[src/wmac_pkg.sv]
`timescale 1ns / 1ps
// ----------------------------------------------------------------------------
// wmac_pkg
// Shared types and codes for the weighing median/average/cluster block.
// ----------------------------------------------------------------------------
package wmac_pkg;

  localparam int unsigned GRAM_W = 16;
  localparam int unsigned BAND_W = 12;
  localparam int unsigned STAT_W = 2;
  localparam logic [BAND_W-1:0] BAND_RESET = 12'd100;

  localparam logic [STAT_W-1:0] ST_OK      = 2'd0;
  localparam logic [STAT_W-1:0] ST_EMPTY   = 2'd1;
  localparam logic [STAT_W-1:0] ST_SINGLE  = 2'd2;
  localparam logic [STAT_W-1:0] ST_DROPPED = 2'd3;

  typedef enum logic [3:0] {
    S_IDLE,     // wait for a sample
    S_MED,      // one compare per cycle to rank the new window
    S_AVG,      // update moving sum, write store
    S_OUTER,    // start candidate i
    S_INNER,    // count members for candidate i
    S_SUM_RD,   // start total pass
    S_SUM,      // accumulate members of best cluster
    S_DIV,      // restoring division, one bit a cycle
    S_OUT       // hold result beat
  } state_t;

  // Divider control bundle.
  typedef struct packed {
    logic start;
  } div_ctl_t;

  typedef struct packed {
    logic busy;
    logic done;
  } div_sts_t;

endpackage

[src/wmac_div.sv]
`timescale 1ns / 1ps
// ----------------------------------------------------------------------------
// wmac_div
// Restoring divider, one quotient bit per cycle.
// ----------------------------------------------------------------------------
module wmac_div
  import wmac_pkg::*;
#(
  parameter int unsigned NUM_W = 32,
  parameter int unsigned DEN_W = 16
) (
  input  logic             clk,
  input  logic             rst_n,
  input  div_ctl_t         ctl,
  input  logic [NUM_W-1:0] num,
  input  logic [DEN_W-1:0] den,
  output div_sts_t         sts,
  output logic [NUM_W-1:0] quo
);

  localparam int unsigned CNT_W = $clog2(NUM_W + 1);

  logic [NUM_W-1:0] q_r, q_nxt;
  logic [DEN_W:0]   rem_r, rem_nxt;
  logic [DEN_W-1:0] den_r;
  logic [CNT_W-1:0] cnt_r, cnt_nxt;
  logic             busy_r, busy_nxt, done_r, done_nxt;
  logic [DEN_W:0]   trial;

  always_comb begin
    q_nxt    = q_r;
    rem_nxt  = rem_r;
    cnt_nxt  = cnt_r;
    busy_nxt = busy_r;
    done_nxt = 1'b0;
    trial    = {rem_r[DEN_W-1:0], q_r[NUM_W-1]};
    if (ctl.start) begin
      q_nxt    = num;
      rem_nxt  = '0;
      cnt_nxt  = CNT_W'(NUM_W);
      busy_nxt = 1'b1;
    end else if (busy_r) begin
      if (trial >= {1'b0, den_r}) begin
        rem_nxt = trial - {1'b0, den_r};
        q_nxt   = {q_r[NUM_W-2:0], 1'b1};
      end else begin
        rem_nxt = trial;
        q_nxt   = {q_r[NUM_W-2:0], 1'b0};
      end
      cnt_nxt = cnt_r - 1'b1;
      if (cnt_r == CNT_W'(1)) begin
        busy_nxt = 1'b0;
        done_nxt = 1'b1;
      end
    end
  end

  always_ff @(posedge clk) begin
    if (!rst_n) begin
      busy_r <= 1'b0;
      done_r <= 1'b0;
      cnt_r  <= '0;
    end else begin
      busy_r <= busy_nxt;
      done_r <= done_nxt;
      cnt_r  <= cnt_nxt;
    end
    q_r   <= q_nxt;
    rem_r <= rem_nxt;
    if (ctl.start) den_r <= den;
  end

  assign sts.busy = busy_r;
  assign sts.done = done_r;
  assign quo      = q_r;

endmodule

[config.mk]
export PLATFORM = sky130hd
export DESIGN_NAME = wmac_div
export DESIGN_NICKNAME = d
export VERILOG_FILES = /design/src/wmac_pkg.sv /design/src/wmac_div.sv
export SDC_FILE = /design/constraint.sdc
export NUM_CORES = 1
export LEC_CHECK = 0
export ABC_AREA = 1
export BUFFER_PORTS_ARGS = -buffer_cell sky130_fd_sc_hd__buf_2
export CAP_MARGIN = 0
export CORE_MARGIN = 4
export CORE_UTILIZATION = 55
export CTS_BUF_LIST = sky130_fd_sc_hd__clkbuf_2
export CTS_CLUSTER_SIZE = 30
export DETAILED_ROUTE_END_ITERATION = 8
export PLACE_DENSITY = 0.91
export SLEW_MARGIN = 20
export SYNTH_ARGS = -nofsm -noshare
export SYNTH_HDL_FRONTEND = slang
export SYNTH_SLANG_ARGS = --single-unit
[constraint.sdc]
create_clock -name clk -period 3 [get_ports clk]
set_input_delay 0.3 -clock clk [delete_from_list [all_inputs] [get_ports clk]]
set_output_delay 0.3 -clock clk [all_outputs]
set_load 0.02 [all_outputs]
==> flow_summary_export.csv, run 1 <==
group,metric,value,unit
status,status,"finished clean",
detailed_routing,vias,3774,
clock_network,cts_resized,0,
timing,fin_crit,2.28,ns
final_layout,diodes,0,
final_layout,utilization,0.677,
clock_network,clkTransAtPathRegs,0.21,ns
setup_path,cp_top_family,"simple AND/OR/NAND/NOR gates",
detailed_routing,wirelength,9.81,mm
clock_network,clock_latency,0.51,ns
setup_path,critPathMaxStageDelay,0.42,ns
detailed_routing,detail-route-antenna-nets,0,
place,port_buffers,84,
pwr,vdd_ir_drop_max,323,uV
timing,fmax,439,MHz
global_routing,grt_pass1_vias,3645,
timing,whs,0.0333,ns
synth,ys_seq_area_frac,0.473,
synth,ys_ff_latch,72,
min_path,hold_path_end,"cnt_r[5]",
die,fp.dieW,93.9,um
run,maxCapViolCount,0,
die,io_pins,85,
timing,drv_slew,0,
setup_path,r2r_cells,9,
setup_path,setup.worst_path.class,"register to register",
global_routing,antenna_found_initial,0,
setup_path,path_buf_inv,1,
pwr,total_power,2.25,mW
synth,syn_area_per_cell,7.76,sq um
clock_network,cts_made_buffers,9,
global_routing,grt_pass1_wl,16.1,mm
synth,synth_nets,593,
place,place_congestion,0.899,
timing,tightest_slew,0.483,ns
synth,synthFlopType,"edfxtp_1",
global_routing,overflow,0,
clock_network,htreeDepth,3,
final_layout,drive_above_1_share,0.192,
detailed_routing,via_per_inst,5.18,
final_layout,final_cell_mix,"nand2_1 (215), buf_2 (84), inv_1 (77), edfxtp_1 (48), nand3_1 (37)",
pwr,p_per_area,461,nW/um^2
synth,synth_edf_count,48,
setup_path,path_cells,"inv_1, ha_1, a21oi_1, a21oi_1, nor2_4, nand2_4, nand2_1, nand3_1, o21ai_0",
detailed_routing,met1Wirelength,4.12,mm
synth,synthArstFlopShare,0,
min_path,hp-start,"rst_n",
detailed_routing,drtIter0Drc,342,
global_routing,grt_start_max_net_pins,45,
final_layout,final_area,4880,sq um
synth,synthCells,523,
detailed_routing,wl_per_cell,13.5,um
place,hpwl,7.08,mm
pwr,p_leak,2.57,nW
detailed_routing,topRoutingLayerUsed,"met4",
die,die_area,8820,sq um
timing,fin_skew,0.0319,ns
place,dp.cells,697,
synth,synth_warnings,0,
global_routing,grt_usage,0.229,
detailed_routing,drcViolationCount,0,
place,postPlaceCellArea,4570,sq um
timing,rsz0062_at_grt,"no",
timing,hold_violations,0,
place,dp_slack,0.883,ns
clock_network,cts_root_buf,"clkbuf_2",
setup_path,crit_path_start_kind,"register",
die,start_util,0.563,
final_layout,layout_commonest_cell,"nand2_1",
setup_path,rrSetupSlack,0.72,ns
timing,finalCritPeriodShare,0.760,
clock_network,clock_sinks,72,
setup_path,cp_max_fo,18,
detailed_routing,wl_met3,604,um
min_path,hold_class,"input pin to register",
setup_path,critical_path_required,3.44,ns
timing,layout_setup_ws,0.721,ns
synth,yosys.cell_types.count,35,
setup_path,slowest_stage,"nor2_4",
timing,tns,0,ns
detailed_routing,dr.pass1.iters,6,
timing,setup_viol,0,
die,core_region_area,7210,sq um
final_layout,instances_no_fill,729,
min_path,min_path_cells,3,
die,num_rows,31,
timing,slew_headroom,0.677,
clock_network,clock_path_buffers,2,
final_layout,area_delta_synth_final,20.2,%
detailed_routing,wl_met2,4.86,mm
final_layout,fin_nets,695,
synth,syn-cell-area,4060,sq um
setup_path,r2r_end,"rem_r[3]",
setup_path,endpoint_kind,"register",
clock_network,cts_tree,"yes",
setup_path,critPathArrivalTime,2.72,ns
die,die_h,93.9,um
setup_path,r2r_start,"den_r[12]",
setup_path,cp_common_cell,"a21oi_1",
-- cells by family after synthesis --
logic type	after synthesis	synth area share
flip-flops	72	0.473
buffers and inverters	94	0.0940
adder cells (fa/ha/maj)	19	0.0604
XOR/XNOR	7	0.0151
AND/OR/NAND/NOR	301	0.315
AO/OA/AOI/OAI	30	0.0419
-- tightest hold or removal path, delay by kind of cell --
family	cells	cell delay, ns
AOI/OAI and AO/OA	1	0.07
buffers and inverters	2	0.15
-- Yosys cell counts (2+ instances only) --
| library cell | count | area [sq um] |
|---|---|---|
| buf_4 | 4 | 30.0 |
| buf_2 | 2 | 10.0 |
| ha_1 | 18 | 225 |
| o21ai_0 | 9 | 45.0 |
| xor2_1 | 2 | 17.5 |
| a31oi_1 | 2 | 12.5 |
| nand4_1 | 3 | 18.8 |
| edfxtp_1 | 48 | 1440 |
| a21oi_1 | 10 | 50.1 |
| nand3_1 | 37 | 185 |
| clkbuf_1 | 7 | 26.3 |
| o21ai_1 | 3 | 15.0 |
| inv_1 | 77 | 289 |
| nor2_1 | 20 | 75.1 |
| o21bai_1 | 2 | 15.0 |
| nor2_2 | 4 | 25.0 |
| nor3_1 | 6 | 30.0 |
| a211oi_1 | 2 | 15.0 |
| dfxtp_1 | 24 | 480 |
| clkinv_1 | 2 | 7.51 |
| xnor2_1 | 5 | 43.8 |
| nand2_4 | 2 | 22.5 |
| nand3b_1 | 4 | 30.0 |
| nand2_2 | 2 | 12.5 |
| nand2_1 | 215 | 807 |
| nand3_2 | 4 | 40.0 |
-- registers in the layout, indices dropped and copies added (netlist names) --
signal  count
done_r      1
busy_r      1
rem_r      16
den_r      16
cnt_r       6
quo        32
-- metal layers --
metal	global-route usage	vias to the layer above
li1	-	1859
met1	0.285	1744
met2	0.391	145
met3	0.0505	26
met4	0.0818	0
met5	0	-
-- timing repair --
action                                 in CTS  in global routing
endpoints found under the hold margin      16                  0
hold buffers                               16                  0
buffers inserted                            0                  0
-- how the worst max path moves through the flow --
stage	startpoint	end	depth (start not counted)	slack, ns
floorplan	ctl	quo[0]	3	0.98
global placement	den_r[12]	rem_r[9]	9	0.95
detailed placement	den_r[12]	rem_r[5]	9	0.88
CTS	den_r[12]	rem_r[9]	9	0.84
global route	den_r[3]	rem_r[3]	11	0.62
finish	den_r[12]	rem_r[3]	9	0.72
-- area by class of cell --
type	instances	area (sq um)
Multi-Input combinational cell	357	1760
Tap cell	99	124
Clock inverter	7	103
Clock buffer	9	45.0
Sequential cell	72	1920
Timing Repair Buffer	105	631
Fill cell	602	2330
Inverter	80	300
-- power breakdown --
part           switching [mW]  leakage, nW  internal [mW]
Clock                   0.381       0.0888          0.288
Sequential             0.0398        0.680           1.14
Combinational           0.251         1.80          0.145
Total                   0.671         2.57           1.58
No activity file was read; power rests on OpenSTA's default activity.
==> run 2, diff against run 1 <==
==> constraint.sdc (replaced) <==
create_clock -name clk -period 2.25 [get_ports clk]
set_input_delay 0.225 -clock clk [delete_from_list [all_inputs] [get_ports clk]]
set_output_delay 0.225 -clock clk [all_outputs]
set_load 0.02 [all_outputs]
==> run 2 against run 1 <==
Design area up 6.7%. Sequential cell count did not move. Hold slack gained 0.0049 ns. Sequential share of layout area decreased by 2.5 points. Fmax is 11% higher. Cell count up 4.7%. Largest cell class unchanged.
==> flow_summary_export.csv, run 2 (synthesized netlist as in run 1, its figures left out) <==
group,metric,value,unit
status,status,"finished clean",
timing,rsz0062_at_grt,"no",
setup_path,cp_top_family,"adder cells",
setup_path,slowest_stage,"edfxtp_1",
global_routing,grt_usage,0.262,
final_layout,fin_nets,728,
pwr,p_leak,2.70,nW
timing,tns,0,ns
setup_path,setup.worst_path.class,"register to register",
clock_network,clock_path_buffers,2,
run,maxCapViolCount,0,
place,place_congestion,0.928,
detailed_routing,wirelength,11.4,mm
detailed_routing,dr.pass1.iters,7,
pwr,vdd_ir_drop_max,426,uV
setup_path,critPathArrivalTime,2.45,ns
die,die_area,8820,sq um
setup_path,critical_path_required,2.65,ns
timing,finalCritPeriodShare,0.911,
final_layout,layout_commonest_cell,"nand2_1",
min_path,hold_class,"input pin to register",
clock_network,htreeDepth,3,
clock_network,cts_made_buffers,9,
clock_network,clock_latency,0.51,ns
global_routing,grt_pass1_vias,4027,
timing,whs,0.0381,ns
global_routing,grt_pass1_wl,18.0,mm
die,num_rows,31,
timing,fin_skew,0.0308,ns
clock_network,clock_sinks,72,
timing,slew_headroom,0.692,
clock_network,cts_root_buf,"clkbuf_2",
timing,tightest_slew,0.462,ns
final_layout,area_delta_synth_final,28.2,%
setup_path,path_buf_inv,1,
setup_path,cp_max_fo,3,
timing,fin_crit,2.05,ns
die,io_pins,85,
setup_path,endpoint_kind,"register",
die,start_util,0.563,
global_routing,antenna_found_initial,0,
setup_path,crit_path_start_kind,"register",
die,core_region_area,7210,sq um
detailed_routing,vias,4008,
setup_path,path_cells,"inv_1, ha_1, fa_1, o21bai_1, nand2_1, nand3_1, nand2_1, nand2_1, nand2_1, nand3_1, nand2_1",
timing,drv_slew,0,
clock_network,clkTransAtPathRegs,0.22,ns
timing,hold_violations,0,
final_layout,largest_reg_flops,32,
place,hpwl,7.07,mm
timing,setup_viol,0,
detailed_routing,wl_per_cell,14.9,um
global_routing,grt_start_max_net_pins,43,
clock_network,cts_tree,"yes",
setup_path,cp_common_cell,"nand2_1",
detailed_routing,detail-route-antenna-nets,0,
detailed_routing,via_per_inst,5.25,
place,port_buffers,84,
pwr,p_per_area,582,nW/um^2
die,fp.dieW,93.9,um
setup_path,critPathMaxStageDelay,0.43,ns
final_layout,drive_above_1_share,0.186,
detailed_routing,drcViolationCount,0,
final_layout,fillers,512,
detailed_routing,drtIter0Drc,308,
final_layout,final_cell_mix,"nand2_1 (215), buf_2 (84), inv_1 (77), edfxtp_1 (48), dlygate4sd3_1 (47)",
die,die_h,93.9,um
timing,fmax,488,MHz
global_routing,overflow,0,
==> run 2: through the flow <==
step | setup WS (ns) | std cells | cell area [sq um] | util | total power [mW]
global route | 0.00405 | 762 | 5200 | 0.721 | 3.16
CTS | 0.141 | 760 | 5170 | 0.716 | 2.99
detailed placement | 0.203 | 697 | 4560 | 0.632 | 2.10
global placement | 0.287 | 697 | 4560 | 0.632 | 2.08
finish | 0.201 | 763 | 5210 | 0.722 | 3.03
floorplan | 0.241 | 523 | 4060 | - | 1.91
==> run 2: layer usage <==
layer,GRT usage,wire [um],up-vias
met5,0,0,-
met2,0.457,5750,207
met4,0.118,430,0
met1,0.304,4330,1827
met3,0.0625,859,49
li1,-,-,1925
==> run 2: area by class of cell <==
type	instances	area, sq um	share of cell area
Antenna cell	1	2.50	0.000481
Inverter	80	300	0.0577
Clock inverter	5	81.3	0.0156
Multi-Input combinational cell	357	1770	0.339
Clock buffer	11	55.1	0.0106
Sequential cell	72	1920	0.369
Tap cell	99	124	0.0238
Timing Repair Buffer	138	956	0.184
==> run 2: report_power, final <==
group | internal (mW) | switching [mW]
clock | 0.379 | 0.484
sequential | 1.52 | 0.0591
combinational | 0.227 | 0.357
==> run 2: path summary, 6_finish.rpt <==
path                            startpoint   endpoint  slack, ns  cells past startpoint
worst min register to register   rem_r[15]  rem_r[15]       0.49                      2
worst min-delay path               num[17]    quo[17]       0.04                      3
worst max-delay path               quo[31]  rem_r[12]       0.20                     11
worst max register to register     quo[31]  rem_r[12]       0.20                     11
==> run 2: repair_timing <==
action                                  CTS  global route
endpoints found under the hold margin    48             0
hold buffers                             47             0
gates resized for setup                   0             1
buffers inserted                          0             2
endpoints found under the setup margin    0             6
==> run 2: tightest hold or removal path: stages <==
cell     delay, ns
buf_2         0.08
nand2_1       0.05
nand2_1       0.08
